### src/rtl/mrc_pkg.sv
`timescale 1ns / 1ps
package mrc_pkg;
  localparam int unsigned HEADER_BYTES = 64;
  localparam int unsigned CHECKED_HEADER_BYTES = 52;
  localparam logic [31:0] VERSION_RESET = 32'd1;
  localparam logic [31:0] CRC_POLY = 32'h82F63B78;
  localparam logic [63:0] MAGIC = {8'h54, 8'h46, 8'h4E, 8'h4D, 8'h57, 8'h4F, 8'h4E, 8'h53};

  typedef enum logic [3:0] {
    ST_OK        = 4'd0,
    ST_TRUNCATED = 4'd1,
    ST_MAGIC     = 4'd2,
    ST_VERSION   = 4'd3,
    ST_RESERVED  = 4'd4,
    ST_HDRSIZE   = 4'd5,
    ST_ZEROCOUNT = 4'd6,
    ST_PAYLEN    = 4'd7,
    ST_FILELEN   = 4'd8,
    ST_HDRCRC    = 4'd9,
    ST_PAYCRC    = 4'd10,
    ST_ZEROGEN   = 4'd11,
    ST_ORDER     = 4'd12,
    ST_NEXTID    = 4'd13
  } status_t;

  typedef struct packed {
    logic        is_status;
    logic [63:0] seg_id;
    logic [3:0]  status;
    logic [63:0] generation;
    logic [63:0] next_id;
    logic [31:0] segment_count;
    logic        last_result;
  } result_t;

  function automatic logic [31:0] crc_byte(input logic [31:0] crc, input logic [7:0] b);
    logic [31:0] c;
    c = crc ^ {24'd0, b};
    for (int k = 0; k < 8; k++) begin
      c = c[0] ? ((c >> 1) ^ CRC_POLY) : (c >> 1);
    end
    return c;
  endfunction
endpackage

### src/rtl/mrc_core.sv
`timescale 1ns / 1ps
// stream state and checks; one byte per step, up to two results per byte
module mrc_core (
  input  logic                clk,
  input  logic                rst_n,
  input  logic                step,
  input  logic [7:0]          data_byte,
  input  logic                last_byte,
  input  logic [31:0]         expected_version,
  output logic                id_done,
  output mrc_pkg::result_t    id_res,
  output mrc_pkg::result_t    st_res
);
  logic [63:0] cnt_r, cnt_nxt;
  logic [31:0] crc_r, crc_nxt, snap_r, snap_nxt;
  logic [63:0] magic_r, gen_r, nid_r, paylen_r, rsvd_r, asm_r, prev_r;
  logic [63:0] magic_nxt, gen_nxt, nid_nxt, paylen_nxt, rsvd_nxt, asm_nxt, prev_nxt;
  logic [31:0] ver_r, flags_r, hsize_r, count_r, pcrc_r, hcrc_r;
  logic [31:0] ver_nxt, flags_nxt, hsize_nxt, count_nxt, pcrc_nxt, hcrc_nxt;
  logic        order_r, order_nxt;
  logic        in_hdr, sat;
  logic [5:0]  off;
  logic [2:0]  pos;
  logic [31:0] crc_upd;
  logic [63:0] b64, asm_val;
  mrc_pkg::status_t st;

  assign in_hdr  = (cnt_r[63:6] == 58'd0);
  assign sat     = &cnt_r;
  assign off     = cnt_r[5:0];
  assign pos     = sat ? 3'd0 : cnt_r[2:0];
  assign crc_upd = mrc_pkg::crc_byte(crc_r, data_byte);
  assign b64     = {56'd0, data_byte};
  assign asm_val = ((pos == 3'd0) && !sat ? 64'd0 : asm_r) | (b64 << {pos, 3'b000});

  // header field capture, byte lanes by offset
  function automatic logic [63:0] put64(input logic [63:0] v, input logic [5:0] o,
                                        input logic [5:0] base, input logic [7:0] b);
    logic [63:0] r;
    logic [5:0]  d;
    r = v;
    d = o - base;
    if (o >= base && d < 6'd8) r[{d[2:0], 3'b000} +: 8] = b;
    return r;
  endfunction

  function automatic logic [31:0] put32(input logic [31:0] v, input logic [5:0] o,
                                        input logic [5:0] base, input logic [7:0] b);
    logic [31:0] r;
    logic [5:0]  d;
    r = v;
    d = o - base;
    if (o >= base && d < 6'd4) r[{d[1:0], 3'b000} +: 8] = b;
    return r;
  endfunction

  always_comb begin
    st = mrc_pkg::ST_OK;
    if (cnt_nxt < 64'(mrc_pkg::HEADER_BYTES)) st = mrc_pkg::ST_TRUNCATED;
    else if (magic_nxt != mrc_pkg::MAGIC) st = mrc_pkg::ST_MAGIC;
    else if (ver_nxt != expected_version) st = mrc_pkg::ST_VERSION;
    else if (flags_nxt != 32'd0 || rsvd_nxt != 64'd0) st = mrc_pkg::ST_RESERVED;
    else if (hsize_nxt != 32'(mrc_pkg::HEADER_BYTES)) st = mrc_pkg::ST_HDRSIZE;
    else if (count_nxt == 32'd0) st = mrc_pkg::ST_ZEROCOUNT;
    else if (paylen_nxt != {29'd0, count_nxt, 3'd0}) st = mrc_pkg::ST_PAYLEN;
    else if (cnt_nxt - 64'(mrc_pkg::HEADER_BYTES) != paylen_nxt) st = mrc_pkg::ST_FILELEN;
    else if (hcrc_nxt != snap_nxt) st = mrc_pkg::ST_HDRCRC;
    else if (pcrc_nxt != ~crc_nxt) st = mrc_pkg::ST_PAYCRC;
    else if (gen_nxt == 64'd0) st = mrc_pkg::ST_ZEROGEN;
    else if (order_nxt) st = mrc_pkg::ST_ORDER;
    else if (nid_nxt <= prev_nxt) st = mrc_pkg::ST_NEXTID;
  end

  always_comb begin
    cnt_nxt = sat ? cnt_r : cnt_r + 64'd1;
    crc_nxt = crc_r; snap_nxt = snap_r;
    magic_nxt = magic_r; ver_nxt = ver_r; flags_nxt = flags_r; hsize_nxt = hsize_r;
    count_nxt = count_r; gen_nxt = gen_r; nid_nxt = nid_r; paylen_nxt = paylen_r;
    pcrc_nxt = pcrc_r; hcrc_nxt = hcrc_r; rsvd_nxt = rsvd_r;
    asm_nxt = asm_r; prev_nxt = prev_r; order_nxt = order_r;
    id_done = 1'b0;
    if (in_hdr) begin
      magic_nxt  = put64(magic_r, off, 6'd0, data_byte);
      ver_nxt    = put32(ver_r, off, 6'd8, data_byte);
      flags_nxt  = put32(flags_r, off, 6'd12, data_byte);
      hsize_nxt  = put32(hsize_r, off, 6'd16, data_byte);
      count_nxt  = put32(count_r, off, 6'd20, data_byte);
      gen_nxt    = put64(gen_r, off, 6'd24, data_byte);
      nid_nxt    = put64(nid_r, off, 6'd32, data_byte);
      paylen_nxt = put64(paylen_r, off, 6'd40, data_byte);
      pcrc_nxt   = put32(pcrc_r, off, 6'd48, data_byte);
      hcrc_nxt   = put32(hcrc_r, off, 6'd52, data_byte);
      rsvd_nxt   = put64(rsvd_r, off, 6'd56, data_byte);
      if (off < 6'(mrc_pkg::CHECKED_HEADER_BYTES)) begin
        crc_nxt = crc_upd;
        if (off == 6'(mrc_pkg::CHECKED_HEADER_BYTES - 1)) begin
          snap_nxt = ~crc_upd;
          crc_nxt  = '1;
        end
      end
    end else begin
      crc_nxt = crc_upd;
      asm_nxt = asm_val;
      if (pos == 3'd7 && !sat) begin
        id_done = 1'b1;
        if (asm_val <= prev_r) order_nxt = 1'b1;
        prev_nxt = asm_val;
      end
    end
  end

  always_comb begin
    id_res = '0;
    id_res.seg_id = asm_val;
    st_res = '0;
    st_res.is_status = 1'b1;
    st_res.status = st;
    st_res.generation = gen_nxt;
    st_res.next_id = nid_nxt;
    st_res.segment_count = count_nxt;
    st_res.last_result = 1'b1;
  end

  always_ff @(posedge clk) begin
    if (!rst_n || (step && last_byte)) begin
      cnt_r <= '0; crc_r <= '1; snap_r <= '0;
      magic_r <= '0; ver_r <= '0; flags_r <= '0; hsize_r <= '0; count_r <= '0;
      gen_r <= '0; nid_r <= '0; paylen_r <= '0; pcrc_r <= '0; hcrc_r <= '0;
      rsvd_r <= '0; asm_r <= '0; prev_r <= '0; order_r <= 1'b0;
    end else if (step) begin
      cnt_r <= cnt_nxt; crc_r <= crc_nxt; snap_r <= snap_nxt;
      magic_r <= magic_nxt; ver_r <= ver_nxt; flags_r <= flags_nxt;
      hsize_r <= hsize_nxt; count_r <= count_nxt; gen_r <= gen_nxt; nid_r <= nid_nxt;
      paylen_r <= paylen_nxt; pcrc_r <= pcrc_nxt; hcrc_r <= hcrc_nxt;
      rsvd_r <= rsvd_nxt; asm_r <= asm_nxt; prev_r <= prev_nxt; order_r <= order_nxt;
    end
  end
endmodule

### config.mk
export PLATFORM = sky130hd
export DESIGN_NAME = mrc_core
export DESIGN_NICKNAME = d
export VERILOG_FILES = /design/src/rtl/mrc_pkg.sv /design/src/rtl/mrc_core.sv
export SDC_FILE = /design/constraint.sdc
export NUM_CORES = 2
export LEC_CHECK = 0
export BUFFER_PORTS_ARGS = -buffer_cell sky130_fd_sc_hd__buf_4
export CORE_MARGIN = 3
export CORE_UTILIZATION = 55
export CTS_CLUSTER_DIAMETER = 30
export DETAILED_ROUTE_END_ITERATION = 16
export GPL_TIMING_DRIVEN = 0
export PLACE_DENSITY = 0.73
export SYNTH_ARGS = -nofsm -noshare
export SYNTH_HDL_FRONTEND = slang
export SYNTH_SLANG_ARGS = --single-unit
### constraint.sdc
create_clock -name clk -period 12.8 [get_ports clk]
set_input_delay 3.2 -clock clk [delete_from_list [all_inputs] [get_ports clk]]
set_output_delay 3.2 -clock clk [all_outputs]
set_load 0.02 [all_outputs]
* Word-level counts from Yosys, hierarchy flattened *
Cells that the tools add are included.

storage, ports and cells
  input bits = 44
  register bits after elaboration = 769

cells by class
  equality and inequality tests = 9
  add/sub/neg operators = 23
  reduce and logical (&&, ||, !) cells = 26
  mux-type cells = 70
  bitwise operators = 13
  shift operators = 23
  $lt $le $gt $ge = 26

operator list
  operator                  number
  $mux W64                  14
  $mux W32                  26
  $bwmux W64                5
  $shift A8 B8 Y64 const A  5
  $shiftx A8 B8 Y64         5
  $bwmux W32                6
  $shift A8 B7 Y32 const A  6
  $shiftx A8 B7 Y32         6
  $not A16 Y17              8
  $le A64 B64 Y1            2
  $ne A32 B32 Y1            3
  $add A64 B1 Y64 const B   1
  $logic_not A64 Y1         1
  $lt A64 B7 Y1 const B     1
  $ne A64 B35 Y1            1
  $ne A64 B63 Y1 const B    1
  $ne A64 B64 Y1            1
  $not A32 Y32              2
  $or A64 B64 Y64           1
  $reduce_and A64 Y1        1
  $reduce_bool A64 Y1       1
  $shl A8 B6 Y64            1
  $sub A64 B7 Y64 const B   1
  $logic_not A58 Y1         1
  other kinds (27)          90

* Logic depth before layout (Yosys ltp) *
  depth in word-level cells = 32
  depth in mapped cells = 33

* Worst setup path after synthesis *
Ideal clock, no wire load.

  kind = input -> output
  start = input data_byte[4]
  end = output st_res[161] in the netlist's numbering
  cell stages on the path = 24
  arrival time = 8.610 ns
  required time = 9.600 ns
  setup slack = 0.990 ns
  path buffers = 7
  cells stage by stage = clkbuf_1 > clkbuf_1 > buf_1 > clkbuf_1 > clkbuf_1 > clkbuf_1 > clkbuf_1 > nand2_1 > nand2_1 > ha_1 > nand2_1 > or3_1 > or4_1 > or4_1 > nor3_1 > nor2_1 > o21a_1 > o41ai_1 > a21oi_1 > nor4_1 > o21ai_1 > a21oi_1 > nor2b_1 > o21ai_1

RTL lines
  what             line            RTL
  start, declared  mrc_core.sv:7   input logic [7:0] data_byte,
  end, declared    mrc_core.sv:12  output mrc_pkg::result_t st_res

==> metrics.txt <==
peak supply drop 220.2 uV; Hold Vio Cnt, Final 0; RSZ-0062 raised after global routing no; initial core utilization 55.89%; Setup crit end st_res[161]; Max Slew Vio Count 51; largest net degree at the start of global routing 29; pre-CTS WS -4.459 ns; routed vias/inst between 6 and 7; CTS sink cnt 769; fmax roughly 0.077 GHz; Synth Register Bits around 770; Pleak 0.02392 uW; Synth Flop Type dfxtp_1; Worst R2R End order_r; CP max-delay cell or4_1; post-route clock period utilization 100.9%; WHS 0.4484 ns; placed cells 8062; Area contributors post-synth dfxtp_1 32%, nor2_1 7.5%, a21oi_1 6.6%, nand2_1 5.8%, mux2i_1 4.9%; Layout Cells excl Fill 8369; die footprint 90790 um2; Reg2Reg Depth 23; type of the tightest min-delay check reg -> reg; synth warn 0; Metal-1 WL 77370 um; first-pass GRT wire length 310400 um; CP Class reg -> out; area taken by multi-input logic gates ~29000 um2; Initial DRC Count 9320; DRC 0; Post-DP Area 52350 um2; Async S/R FF share, synth 0%; final net count 7253; Critical Path Max Stage Delay 0.66 ns; total core area about 86000 um2; Reg2Reg Launch Point cnt_r[0]; critical path launch point cnt_r[35]; clock latency on the worst-skew pair just under 0.8 ns; num ports 505; failing checks capacitance limit, slew limit, setup timing; Reg2Reg Setup Slack roughly 5.7 ns; WL met2 87210 um; Final min period ~13 ns; Sequential cell area 15400 um2; Crit. path cell count 28; Crit. End Element output port; Avg Inst Size Synth ~7.5 um2; count of cell types in the netlist 85; family with the most delay on the worst path simple AND/OR/NAND/NOR gates; number of detailed-route iterations in the first pass 11; max cap viols 5; number of CTS-inserted buffers about 170; setup violators final 1; clk buf depth 3; worst path bufs/invs 5; GRT overflow 0; CTS tree yes; Die X 301.3 um; Yosys top cell by area dfxtp_1; uppermost layer routed met5; CP Launch Type flop; Final Skew 0.04490 ns; Die Ht 301.3 um; pwr/cell area 165.6 nW/um2; Slew @ Worst Pin 1.614 ns; CP Max Fanout 10; vias in the first global route 48.30k; post-route ant nets 0; Clock transition at path regs 0.05 ns; H-tree Lvls 4; Relative slew margins -7.608%; EDFF count, synth 0; FILL cells 7210; CP arrival 9.71 ns; post-synthesis sequential area ratio 32.10%; port buffer count 268; WL/cell 25.90 um; GPL Wtd Cong roughly 1.1; Yosys top cell area share between 30 and 40%; initial antenna violation count 6; synthesized area 47960 um2; via count around 53k; post-route cell area 58940 um2; status finished with violations; share of layout cells above drive strength 1 14.73%; # rows between 100 and 150; gr usage total 45.60%; Final WS setup -0.1123 ns; area grow syn2layout 22.87%; Synth Instances 6416; Post-DP HPWL 159000 um; final wirelength between 200000 and 250000 um; CP required 9.60 ns; clk root buf clkbuf_16; routed wire length on met3 between 30000 and 40000 um
## kinds of logic (layout without fill, tap and decap cells)
group,after synthesis,in the layout,synth area share (%)
simple gates,2586,2586,24.53
fa+ha+maj,140,140,3.652
other cells,2,245,0.01566
buf+inv,916,1482,9.081
flops,769,769,32.10
xor+xnor,389,389,7.249
compound gates,1273,1273,15.98
mux,341,341,7.395
## worst register-to-register path, stage by stage, from the launching register on
cell and delay (ns):
dfxtp_2 0.50, ha_1 0.20, buf_2 0.19, nand3_2 0.23, clkbuf_1 0.32, or4_1 0.55, buf_2 0.20, nor2_1 0.39
nand2_1 0.59, nand3_1 0.39, o21bai_1 0.11, a22oi_2 0.26, inv_1 0.16, ha_1 0.33, nand4_1 0.13, nor3_2 0.24
nand4_1 0.22, or4_1 0.68, nor4_4 0.36, and3_1 0.27, a21oi_1 0.09, o2111ai_1 0.16, o21ai_1 0.27, o211a_1 0.20
## worst min path at each step
stage	start	end	slack (ns)	depth (start not counted)
2_1_floorplan	rsvd_r[55]	rsvd_r[55]	0.43	2
3_3_place_gp	rsvd_r[18]	rsvd_r[18]	0.44	2
3_5_place_dp	snap_r[7]	snap_r[7]	0.44	2
4_1_cts	snap_r[7]	snap_r[7]	0.45	2
5_1_grt	snap_r[18]	snap_r[18]	0.46	2
6_report	snap_r[7]	snap_r[7]	0.45	2
## power by group
group	leakage, uW	internal [uW]	switching [uW]	total (uW)
logic	0.0147	805	1680	2490
registers	0.00622	2470	71.9	2540
clock network	0.00303	3210	1520	4730
total	0.0239	6490	3270	9760
## sequential cells by signal (all words and copies together), names as in the netlist, 64 cells and up
signal,count
cnt_r,64
magic_r,64
rsvd_r,64
prev_r,64
nid_r,64
gen_r,64
asm_r,64
paylen_r,64
## metrics by stage
| step | power [uW] | TNS (ns) | util, % |
|---|---|---|---|
| after floorplan | 4099 | 0 | - |
| after global routing | 9906 | 0 | 68.64 |
| after detailed placement | 4865 | -10.47 | 61.00 |
| after CTS | 9554 | 0 | 68.59 |
| after global placement | 4861 | -10.19 | 60.91 |
| final | 9759 | -0.1123 | 68.68 |
## layout by cell type, fill, tap and decap left out, types with 28 or more instances in the layout
cell       instances
clkbuf_8          29
xor2_1           129
and4_1            39
or3_1             39
buf_4            516
o21ai_0          161
ha_1             139
nand4_1          140
mux2_2           107
a21oi_1          628
nand2_1          734
conb_1           232
clkinv_2          35
dfxtp_1          767
clkbuf_1         334
clkbuf_16        176
inv_1            241
mux2i_1          234
a22oi_1           57
a21o_1            32
nand3_1          183
and3_1            37
or4_1             28
and2_1            29
xnor2_1          254
nor3_1           166
nor2_1           959
bufinv_16         28
nor4_1           103
a211oi_1         194
## final cells by class
cell class | instances | area share [%]
Inverter | 246 | 1.579
Buffer | 646 | 5.936
Clock buffer | 215 | 8.146
Clock inverter | 99 | 2.399
Tap cell | 1144 | 2.429
Timing Repair Buffer | 276 | 3.528
Sequential cell | 769 | 26.13
Multi-Input combinational cell | 4961 | 49.80
Antenna cell | 13 | 0.05520
## repair_timing
action	in CTS	in global routing
pin swaps	3	2
endpoints found under the setup margin	3	1
buffers inserted	3	1
hold buffers	0	0
resized for setup	121	32
## cell usage after synthesis, types with 5 or more instances
library cell  instances
nand3_1             185
nand4_1             140
buf_2                25
a21oi_1             628
xor2_1              129
a2111oi_0             9
a211o_1              12
a31oi_1              27
mux2i_1             234
clkbuf_1            374
a311oi_1             10
xnor2_1             255
o21ai_0             164
nor2_1              961
o22ai_1              22
and4_1               40
dfxtp_1             769
or4_1                29
o211a_1               5
a211oi_1            194
or3_1                41
buf_4               236
o211ai_1             21
o21a_1                6
and2_1               29
o31ai_1              10
or2_2                15
ha_1                140
nor4_1              111
a22oi_1              62
mux2_2              107
a21o_1               32
o2111ai_1            13
buf_1                35
nor3b_1               7
and3_1               38
nand4b_1              7
nor4b_1               9
a2bb2oi_1             8
nand2b_1             17
nor2b_1              26
inv_1               241
nor3_1              173
nand2_1             735
## metal layers
metal / up-vias / global-route usage [%]
met1: 24540 / 55.73
met3: 1134 / 19.08
met4: 4 / 32.46
met5: - / 0
li1: 23200 / -
met2: 4411 / 64.16
(Power assumes the default switching activity.)
